[config.mk]
export PLATFORM = sky130hd
export DESIGN_NAME = rational_arithmetic_unit
export DESIGN_NICKNAME = d
export VERILOG_FILES = /design/src/sv/rau_pkg.sv /design/src/sv/rau_front.sv /design/src/sv/rau_queue.sv /design/src/sv/rau_back.sv /design/src/sv/rational_arithmetic_unit.sv
export SDC_FILE = /design/constraint.sdc
export NUM_CORES = 2
export LEC_CHECK = 0
export CAP_MARGIN = 20
export CORE_AREA = 4 4 512 514
export DETAILED_ROUTE_END_ITERATION = 8
export DIE_AREA = 0 0 516 518
export DONT_BUFFER_PORTS = 1
export SLEW_MARGIN = 40
export SYNTH_ARGS = -nofsm -noshare
export SYNTH_HDL_FRONTEND = slang
export SYNTH_HIERARCHICAL = 1
export SYNTH_SLANG_ARGS = --single-unit
[constraint.sdc]
create_clock -name clk -period 6.8 [get_ports clk]
set_clock_uncertainty 0.15 [all_clocks]
set_input_delay 1.02 -clock clk [delete_from_list [all_inputs] [get_ports clk]]
set_output_delay 1.02 -clock clk [all_outputs]
set_load 0.05 [all_outputs]
[src/sv/rau_pkg.sv]
`timescale 1ns / 1ps
// ----------------------------------------------------------------------------
// rau_pkg
// Shared types and constants for the rational arithmetic unit.
// ----------------------------------------------------------------------------
package rau_pkg;

	localparam int OPW   = 16;          // operand width
	localparam int PRW   = 2 * OPW;     // product width
	localparam int NUMW  = PRW + 1;     // result numerator width
	localparam int DENW  = PRW;         // result denominator width
	localparam int CNTW  = $clog2(NUMW + 1);

	typedef enum logic [2:0] {
		OP_ADD = 3'd0,
		OP_SUB = 3'd1,
		OP_MUL = 3'd2,
		OP_DIV = 3'd3,
		OP_LT  = 3'd4,
		OP_GT  = 3'd5,
		OP_EQ  = 3'd6
	} op_t;

	// one classified item between front and back
	typedef struct packed {
		logic signed [NUMW-1:0] num;
		logic signed [DENW-1:0] den;
		logic                   flag;
		logic                   reduce;
	} item_t;

endpackage

[src/sv/rau_front.sv]
`timescale 1ns / 1ps
// ----------------------------------------------------------------------------
// rau_front
// Registers operands, forms cross products and classifies the item.
// ----------------------------------------------------------------------------
module rau_front import rau_pkg::*; (
	input  logic                   clk,
	input  logic                   arst_n,
	input  logic                   in_valid,
	output logic                   in_ready,
	input  logic [2:0]             opcode,
	input  logic signed [OPW-1:0]  a_num,
	input  logic signed [OPW-1:0]  a_den,
	input  logic signed [OPW-1:0]  b_num,
	input  logic signed [OPW-1:0]  b_den,
	output logic                   push,
	output item_t                  push_item,
	input  logic                   q_ready
);

	logic                  v_s1, v_s2;
	logic [2:0]            op_s1, op_s2;
	logic signed [OPW-1:0] an_s1, ad_s1, bn_s1, bd_s1;
	logic signed [PRW-1:0] p1_s2, p2_s2, pn_s2, pd_s2;
	logic                  rdy2, adv1;
	logic signed [NUMW-1:0] num;
	logic signed [DENW-1:0] den;
	logic                  flag, arith;

	assign rdy2     = !v_s2 || q_ready;
	assign adv1     = v_s1 && rdy2;
	assign in_ready = !v_s1 || rdy2;
	assign push     = v_s2 && q_ready;

	always_ff @(posedge clk or negedge arst_n) begin
		if (!arst_n) begin
			v_s1 <= 1'b0;
			v_s2 <= 1'b0;
		end else begin
			if (in_ready)
				v_s1 <= in_valid;
			if (rdy2)
				v_s2 <= v_s1;
		end
	end

	always_ff @(posedge clk) begin
		if (in_valid && in_ready) begin
			op_s1 <= opcode;
			an_s1 <= a_num;
			ad_s1 <= a_den;
			bn_s1 <= b_num;
			bd_s1 <= b_den;
		end
		if (adv1) begin
			op_s2 <= op_s1;
			p1_s2 <= an_s1 * bd_s1;
			p2_s2 <= ad_s1 * bn_s1;
			pn_s2 <= an_s1 * bn_s1;
			pd_s2 <= ad_s1 * bd_s1;
		end
	end

	always_comb begin
		num   = '0;
		den   = '0;
		flag  = 1'b0;
		arith = 1'b1;
		case (op_t'(op_s2))
			OP_ADD: begin
				num = NUMW'(p1_s2) + NUMW'(p2_s2);
				den = pd_s2;
			end
			OP_SUB: begin
				num = NUMW'(p1_s2) - NUMW'(p2_s2);
				den = pd_s2;
			end
			OP_MUL: begin
				num = NUMW'(pn_s2);
				den = pd_s2;
			end
			OP_DIV: begin
				num = NUMW'(p1_s2);
				den = p2_s2;
			end
			OP_LT: begin
				arith = 1'b0;
				flag  = p1_s2 < p2_s2;
			end
			OP_GT: begin
				arith = 1'b0;
				flag  = p1_s2 > p2_s2;
			end
			OP_EQ: begin
				arith = 1'b0;
				flag  = p1_s2 == p2_s2;
			end
			default: arith = 1'b0;
		endcase
	end

	assign push_item.num    = num;
	assign push_item.den    = den;
	assign push_item.flag   = flag;
	assign push_item.reduce = arith && (num > 0) && (den > 0);

endmodule

[src/sv/rau_queue.sv]
`timescale 1ns / 1ps
// ----------------------------------------------------------------------------
// rau_queue
// Two-entry queue between front and back.
// ----------------------------------------------------------------------------
module rau_queue import rau_pkg::*; (
	input  logic  clk,
	input  logic  arst_n,
	input  logic  push,
	input  item_t push_item,
	output logic  q_ready,
	input  logic  pop,
	output logic  q_valid,
	output item_t pop_item
);

	item_t      mem [2];
	logic       wr_q, rd_q;
	logic [1:0] cnt_q;

	assign q_ready  = cnt_q != 2'd2;
	assign q_valid  = cnt_q != 2'd0;
	assign pop_item = mem[rd_q];

	always_ff @(posedge clk or negedge arst_n) begin
		if (!arst_n) begin
			wr_q  <= 1'b0;
			rd_q  <= 1'b0;
			cnt_q <= 2'd0;
		end else begin
			if (push)
				wr_q <= !wr_q;
			if (pop)
				rd_q <= !rd_q;
			cnt_q <= cnt_q + 2'(push) - 2'(pop);
		end
	end

	always_ff @(posedge clk) begin
		if (push)
			mem[wr_q] <= push_item;
	end

endmodule

[src/sv/rau_back.sv]
`timescale 1ns / 1ps
// ----------------------------------------------------------------------------
// rau_back
// Binary GCD and two restoring dividers, then the output register.
// ----------------------------------------------------------------------------
module rau_back import rau_pkg::*; (
	input  logic                    clk,
	input  logic                    arst_n,
	input  logic                    q_valid,
	input  item_t                   pop_item,
	output logic                    pop,
	output logic                    out_valid,
	input  logic                    out_ready,
	output logic signed [NUMW-1:0]  res_num,
	output logic signed [DENW-1:0]  res_den,
	output logic                    cmp_true
);

	typedef enum logic [2:0] {S_IDLE, S_EVEN, S_GCD, S_DIV, S_DONE} state_t;

	state_t          state_q;
	logic [NUMW-1:0] u_q, v_q, d_q, qn_q, qd_q;
	logic [NUMW:0]   rn_q, rd_q;
	logic [CNTW-1:0] k_q, cnt_q;
	logic            flag_q;
	logic [NUMW:0]   tn, td;

	assign pop = (state_q == S_IDLE) && q_valid;
	assign tn  = {rn_q[NUMW-1:0], qn_q[NUMW-1]};
	assign td  = {rd_q[NUMW-1:0], qd_q[NUMW-1]};

	always_ff @(posedge clk or negedge arst_n) begin
		if (!arst_n) begin
			state_q   <= S_IDLE;
			out_valid <= 1'b0;
		end else begin
			// drop the result once taken, unless a new one replaces it
			if (out_valid && out_ready && (state_q != S_DONE))
				out_valid <= 1'b0;
			case (state_q)
				S_IDLE: begin
					if (q_valid) begin
						qn_q   <= pop_item.num;
						qd_q   <= NUMW'(pop_item.den);
						u_q    <= pop_item.num;
						v_q    <= NUMW'(pop_item.den);
						flag_q <= pop_item.flag;
						k_q    <= '0;
						state_q <= pop_item.reduce ? S_EVEN : S_DONE;
					end
				end
				S_EVEN: begin
					// strip common factors of two
					if (!u_q[0] && !v_q[0]) begin
						u_q <= u_q >> 1;
						v_q <= v_q >> 1;
						k_q <= k_q + 1'b1;
					end else begin
						state_q <= S_GCD;
					end
				end
				S_GCD: begin
					if (u_q == v_q) begin
						d_q     <= u_q << k_q;
						rn_q    <= '0;
						rd_q    <= '0;
						cnt_q   <= '0;
						state_q <= S_DIV;
					end else if (!u_q[0]) begin
						u_q <= u_q >> 1;
					end else if (!v_q[0]) begin
						v_q <= v_q >> 1;
					end else if (u_q > v_q) begin
						u_q <= (u_q - v_q) >> 1;
					end else begin
						v_q <= (v_q - u_q) >> 1;
					end
				end
				S_DIV: begin
					// one quotient bit per cycle in each divider
					if (tn >= {1'b0, d_q}) begin
						rn_q <= tn - {1'b0, d_q};
						qn_q <= {qn_q[NUMW-2:0], 1'b1};
					end else begin
						rn_q <= tn;
						qn_q <= {qn_q[NUMW-2:0], 1'b0};
					end
					if (td >= {1'b0, d_q}) begin
						rd_q <= td - {1'b0, d_q};
						qd_q <= {qd_q[NUMW-2:0], 1'b1};
					end else begin
						rd_q <= td;
						qd_q <= {qd_q[NUMW-2:0], 1'b0};
					end
					cnt_q <= cnt_q + 1'b1;
					if (cnt_q == CNTW'(NUMW - 1))
						state_q <= S_DONE;
				end
				S_DONE: begin
					if (!out_valid || out_ready) begin
						out_valid <= 1'b1;
						res_num   <= qn_q;
						res_den   <= qd_q[DENW-1:0];
						cmp_true  <= flag_q;
						state_q   <= S_IDLE;
					end
				end
				default: state_q <= S_IDLE;
			endcase
		end
	end

endmodule

[src/sv/rational_arithmetic_unit.sv]
`timescale 1ns / 1ps
// ----------------------------------------------------------------------------
// rational_arithmetic_unit
// Fraction add, subtract, multiply, divide and compare with GCD reduction.
// ----------------------------------------------------------------------------
// Usage:
//   Input channel (in_valid/in_ready) carries opcode and the two fractions;
//   output channel (out_valid/out_ready) carries res_num, res_den, cmp_true.
//   One transfer in gives exactly one transfer out, in order.
//   The front stage registers operands in s1, forms the four cross products
//   into s2 and classifies the item, then drops it into a two-entry queue.
//   The back stage handles one item at a time: comparisons and unreduced
//   fractions go from idle straight to the done state, which loads the
//   output register once it is free. Reduced fractions strip k common
//   factors of two, run a binary GCD of s subtract-and-shift steps
//   (k + s up to about 2 x 33), then two restoring dividers in parallel
//   that develop the 33 quotient bits one at a time.
//   Reset clears all valid flags and the queue; nothing needs flushing.
//   When the receiver stalls, the result waits in the output register,
//   the back stage holds its next result, and the queue and front keep
//   taking transfers until they fill.
// ----------------------------------------------------------------------------
module rational_arithmetic_unit import rau_pkg::*; (
	input  logic                    clk,
	input  logic                    arst_n,
	input  logic                    in_valid,
	output logic                    in_ready,
	input  logic [2:0]              opcode,
	input  logic signed [OPW-1:0]   a_num,
	input  logic signed [OPW-1:0]   a_den,
	input  logic signed [OPW-1:0]   b_num,
	input  logic signed [OPW-1:0]   b_den,
	output logic                    out_valid,
	input  logic                    out_ready,
	output logic signed [NUMW-1:0]  res_num,
	output logic signed [DENW-1:0]  res_den,
	output logic                    cmp_true
);

	logic  push, pop, q_ready, q_valid;
	item_t push_item, pop_item;

	// classify and form cross products
	rau_front u_front (
		.clk       (clk),
		.arst_n    (arst_n),
		.in_valid  (in_valid),
		.in_ready  (in_ready),
		.opcode    (opcode),
		.a_num     (a_num),
		.a_den     (a_den),
		.b_num     (b_num),
		.b_den     (b_den),
		.push      (push),
		.push_item (push_item),
		.q_ready   (q_ready)
	);

	// decouple front from the iterative back
	rau_queue u_queue (
		.clk       (clk),
		.arst_n    (arst_n),
		.push      (push),
		.push_item (push_item),
		.q_ready   (q_ready),
		.pop       (pop),
		.q_valid   (q_valid),
		.pop_item  (pop_item)
	);

	// reduce and present the result
	rau_back u_back (
		.clk       (clk),
		.arst_n    (arst_n),
		.q_valid   (q_valid),
		.pop_item  (pop_item),
		.pop       (pop),
		.out_valid (out_valid),
		.out_ready (out_ready),
		.res_num   (res_num),
		.res_den   (res_den),
		.cmp_true  (cmp_true)
	);

endmodule
=== After elaboration in Yosys (flattened, before gate mapping) ===
Memory sizes are Yosys's and may differ from the RTL's.
Index checks and enable logic that the tools add are counted.
Widths: inputs -> output; s select.

* Flip-flop bits (word level): 518
* Bits in writable memories: 134
* Input bits: 71
* Output and inout port bits: 68
* Logic and storage cells: 164
* Memories: 1

{| class="wikitable"
|+ Memory list
! memory !! depth !! bits a word !! read ports !! clocked after memory_dff !! wr ports !! line !! text
|-
| u_queue.mem || 2 || 67 || 1 || 0 || 1 || rau_queue.sv:17 || <nowiki>item_t mem [2];</nowiki>
|}

* Add/subtract/negate cells: 10
* $mul: 4
* Order comparisons: 7
* Eq/ne operators: 26
* Shifts and indexed selects: 1
* Mux-type cells: 44
* Reduce and logical (&&, ||, !) cells: 39

{| class="wikitable"
|+ Operators with widths
! kind !! number
|-
| $mux 33 || 15
|-
| $pmux 33 s2 || 4
|-
| $pmux 33 s3 || 2
|-
| $pmux 33 s4 || 1
|-
| $sub 33x33->33 || 4
|-
| $mul 16x16->32 || 4
|-
| $ge 34x33->1 || 2
|-
| $pmux 32 s2 || 1
|-
| $add 32x32->33 || 1
|-
| $eq 33x33->1 || 1
|-
| $gt 33x1->1 const B || 1
|-
| $gt 33x33->1 || 1
|-
| $shl 33x6->33 || 1
|-
| $sub 32x32->33 || 1
|-
| $eq 32x32->1 || 1
|-
| $gt 32x1->1 const B || 1
|-
| $gt 32x32->1 || 1
|-
| $lt 32x32->1 || 1
|-
| $pmux 6 s2 || 2
|-
| $mux 3 || 6
|-
| $mux 6 || 3
|-
| $pmux 3 s5 || 1
|-
| $reduce_and 3->1 || 5
|-
| $reduce_and 7->1 || 2
|-
| other kinds (23) || 69
|}

=== Longest topological paths before layout ===
* Depth after elaboration: 6
* Gate-level depth with buffers: 26
* Depth with buffers taken out: 25

=== Modules after synthesis ===
Netlist, hierarchy kept.

{| class="wikitable"
|+ By module, submodules not included
! module !! times used !! cells each !! area an instance (um2) !! seq. area each (um2)
|-
| rau_front || 1 || 5312 || 50253.2 || 5995.8
|-
| rau_back || 1 || 2337 || 21654.5 || 9409.0
|-
| rau_queue || 1 || 224 || 5124.9 || 4124.0
|}

=== Worst setup path after synthesis ===
Ideal clock, no wire load.

* Kind: register to register
* Start: register u_front.ad_s1[10]
* End: register u_front.pd_s2[31], data pin
* Setup time: 260 ps
* Arrival: 6116 ps
* Required time: 6390 ps
* Slack: 274 ps
* Cell stages (with the launch flop): 23
* Path buffers: 1
* Period minus slack after synthesis: 6526 ps
* Path through: edfxtp_1 -> clkbuf_1 -> nand2_1 -> fa_1 -> fa_1 -> fa_1 -> fa_1 -> inv_1 -> fa_1 -> fa_1 -> ha_1 -> a21o_1 -> a21o_1 -> a21oi_1 -> o31ai_1 -> a31oi_1 -> o211ai_1 -> o41a_1 -> a2111o_1 -> a21oi_1 -> nor2b_1 -> nor2_1 -> xnor2_1

* Cells in the longest elaborated chain, start to end: 1

{| class="wikitable"
|+ Ends and longest elaborated chain
! element !! line !! text
|-
| start: declaration || rau_front.sv:23 || <nowiki>logic signed [OPW-1:0] an_s1, ad_s1, bn_s1, bd_s1;</nowiki>
|-
| start signal: assignment || rau_front.sv:51 || <nowiki>ad_s1 <= a_den;</nowiki>
|-
| $mul 16x16->32 || rau_front.sv:60 || <nowiki>pd_s2 <= ad_s1 * bd_s1;</nowiki>
|-
| end signal: assignment || rau_front.sv:60 ||
|-
| end: declaration || rau_front.sv:24 || <nowiki>logic signed [PRW-1:0] p1_s2, p2_s2, pn_s2, pd_s2;</nowiki>
|}

Every way passes these cells.
A chain may end at the register's enable or synchronous reset.

=== Final worst setup path ===
* Start: register u_front.bd_s1[4]
* End: register u_front.pd_s2[31], data pin

* Cells in the longest elaborated chain, start to end: 1

{| class="wikitable"
|+ Ends and longest elaborated chain
! element !! line !! text
|-
| start: declaration || rau_front.sv:23 ||
|-
| start signal: assignment || rau_front.sv:53 || <nowiki>bd_s1 <= b_den;</nowiki>
|-
| $mul 16x16->32 || rau_front.sv:60 ||
|}

Every way passes these cells.

==> metrics.md <==
| Metric | Value |
|---|---|
| Syn nets | between 9,000 and 10,000 |
| Mapped Area | 0.0770 mm2 |
| CTS Sinks | between 600 and 700 |
| IO Count | between 100 and 150 |
| Average size of a mapped cell | ~9.8 um2 |
| Die height | roughly 520 um |
| Max incr delay on CP | ~540 ps |
| Slew HR | 0.401 |
| Critical path capture point type | flip-flop |
| Cell Rows | ~190 |
| Main flop type after synthesis | edfxtp_1 |
| R2R depth | 23 |
| Fillcell total | roughly 26,000 |
| Input/output buffers | 0 |
| Final Cycle Share | 0.995 |
| Critical Setup Path Class | reg -> reg |
| Yosys reg bits | ~650 |
| Setup total negative slack | 0 ps |
| Sequential area share after synthesis | 0.254 |
| CTS tree | built |
| First-pass GRT wire length | about 350 mm |
| P&R area growth vs syn | 11.3% |
| Via Count | about 55,000 |
| Crit path top cell by count | fa_1 |
| Worst-Margin Slew | roughly 900 ps |
| Initial Utilization | 0.300 |
| Initial drt markers | ~3,800 |
| Root Driver | clkbuf_16 |
| Peak Freq | between 100 and 150 MHz |
| DRT Pass-1 Iters | 6 |
| Most common cell after layout, fill and taps aside | inv_1 |
| Max Cap Viol | 0 |
| CP max stage cell | fa_1 |
| Synth unique cells | about 110 |
| CTS Buf Count | 80 |
| Worst Path Required | slightly above 7000 ps |
| Kind of cell adding the most delay to the critical path | adder cells |
| Grt total ovfl | 0 |
| Die area | approximately 0.27 mm2 |
| Placed wire-length estimate | 182 mm |
| Crit Reg-Reg Startpoint | u_front/bd_s1[4] |
| EDFF count, synth | between 600 and 700 |
| CP bufs+invs | 3 |
| WP depth | 23 |
| Max Slew Vio Count | 0 |
| Nets@finish | around 9,500 |
| WL per Instance | 19.9 um |
| Post-Route WL | 225 mm |
| Initial antenna violation count | 21 |
| Worst setup startpoint | u_front/bd_s1[4] |
| CP arrival | 7060 ps |
| Global-route total usage across every layer | 0.167 |
| Syn. warnings | 6 |
| Hold/Removal Path Class | in -> async |
| Asr flop ratio synth | 0.0153 |
| Vias in the first global route | roughly 58,000 |
| ANT nets after route | 0 |
| Core area | about 0.26 mm2 |
| Minimum clock period | ~6800 ps |
| H-tree levels | 3 |
| Via-per-instance ratio | 4.89 |
| Startpoint Class | flip-flop |
| Routability Congestion | between 0.9 and 1 |
| Reg2reg setup slack | roughly 32 ps |
| DRC errors left | 0 |
| Final Hold Fails | 0 |
| RSZ-0062 raised after global routing | true |
| Share of post-route cells with drive strength above 1 | 0.0799 |
| Cells after Synth | slightly below 8,000 |
| Most frequent cells in the layout | inv_1 (1,380), fa_1 (1,045), nand2_1 (916) |
| Largest buffer count on any clock path | 3 |
| # setup viols final | 0 |
| CP Cell Sequence | buf_4 -> and2_4 -> fa_1 -> inv_1 -> fa_1 -> fa_1 -> fa_1 -> inv_1 -> fa_1 -> fa_1 -> ha_1 -> a21o_1 -> a21o_1 -> a21oi_2 -> o31ai_4 -> a31oi_2 -> o211ai_1 -> o41a_1 -> a2111o_1 -> a21oi_2 -> nor2b_1 -> nor2_1 -> xnor2_1 |
| Die Wd | ~520 um |
| R2R Path End | u_front/pd_s2[31] |
| Worst-path clk slew | approximately 60 ps |
| CP Capture Point | u_front/pd_s2[31] |
| Worst skew pair latency | 730 ps |
| Crit Path Max Fanout | 4 |
| Hold slack | a little under 60 ps |
| Status | finished, final reports clean |
| Largest net degree at the start of global routing | between 70 and 80 |
cells by family after synthesis:
group,share of synthesized area
DFF,0.254
muxes,0.0267
AOI/OAI and AO/OA,0.103
xor gates and xnor gates,0.0307
and+or+nand+nor,0.139
buffers and inverters,0.0872
adders and majority gates,0.360
timing repair:
action                                  4_1_cts  5_1_grt
resized for setup                             5       79
endpoints found under the setup margin        7       23
gates cloned                                  0        3
pin swaps                                     2       43
endpoints found under the hold margin        10        0
hold buffers                                  1        0
setup buffers                                 4       35
routing by layer:
metal / part of all wire / GRT usage
met1: 0.44 / 0.227
met3: 0.056 / 0.0268
met2: 0.46 / 0.267
met5: 0.00034 / 0
met4: 0.044 / 0.0656
worst min-delay path by stage:
| stage | end | slack, ps |
|---|---|---|
| final | u_back/out_valid | 60 |
| after global routing | u_back/out_valid | 30 |
| after CTS | u_front/op_s1[0] | 170 |
| after detailed placement | u_front/op_s2[0] | 260 |
| after global placement | u_back/cmp_true | 260 |
| after floorplan | u_back/cmp_true | 250 |
stage by stage:
stage / setup slack [ps] / util / std cells / cell area, um2
detailed placement: -156 / 0.320 / 11100 / 82200
global route: -223 / 0.334 / 11300 / 85700
finish: 31.6 / 0.334 / 11300 / 85800
floorplan: 274 / - / 7873 / 77000
CTS: 16.3 / 0.331 / 11300 / 85000
global placement: -140 / 0.319 / 11100 / 82000
area by class of cell:
cell class                 count  area, um2  area share
multi-input combinational   5459      51200       0.597
inverter                    1386       5200      0.0607
timing repair buffer         281       2810      0.0328
tap                         3384       4230      0.0494
clock inverter                55        703     0.00820
antenna                       17       42.5    0.000496
sequential                   652      19500       0.228
clock buffer                  93       2070      0.0242
worst register-to-register path, stage by stage, from the launching register on:
cell and delay [ps]:
edfxtp_1 390, buf_4 170, and2_4 160, fa_1 540
inv_1 60, fa_1 490, fa_1 430, fa_1 500
inv_1 50, fa_1 490, fa_1 410, ha_1 320
a21o_1 180, a21o_1 200, a21oi_2 190, o31ai_4 110
a31oi_2 240, o211ai_1 170, o41a_1 420, a2111o_1 460
a21oi_2 150, nor2b_1 60, nor2_1 120, xnor2_1 70
cell usage after synthesis (all sizes together) (62+ instances only):
cell type / instances / area share
inv: 1384 / 0.067
fa: 1054 / 0.27
nand2: 918 / 0.045
edfxtp: 642 / 0.25
ha: 531 / 0.086
and2: 521 / 0.042
nor2: 384 / 0.019
a21oi: 354 / 0.023
clkbuf: 330 / 0.016
o21ai: 218 / 0.014
xnor2: 179 / 0.020
a21o: 134 / 0.013
xor2: 88 / 0.010
mux2: 76 / 0.012
nand3: 74 / 0.0049
mux2i: 72 / 0.0094
nor3: 72 / 0.0047
a22oi: 62 / 0.0062
flip-flops by register name, indices dropped and copies added, names as in the netlist, 32 cells and up:
signal	flops
u_back/d_q	33
u_back/qd_q	33
u_back/qn_q	33
u_back/rd_q	33
u_back/res_den	32
u_back/res_num	33
u_back/rn_q	33
u_back/u_q	33
u_back/v_q	33
u_front/p1_s2	32
u_front/p2_s2	32
u_front/pd_s2	32
u_front/pn_s2	32
u_queue/mem	134
Power is left out: the tool's default activity adds up to more than one toggle a clock period on the data nets, which glitch-free logic cannot reach.
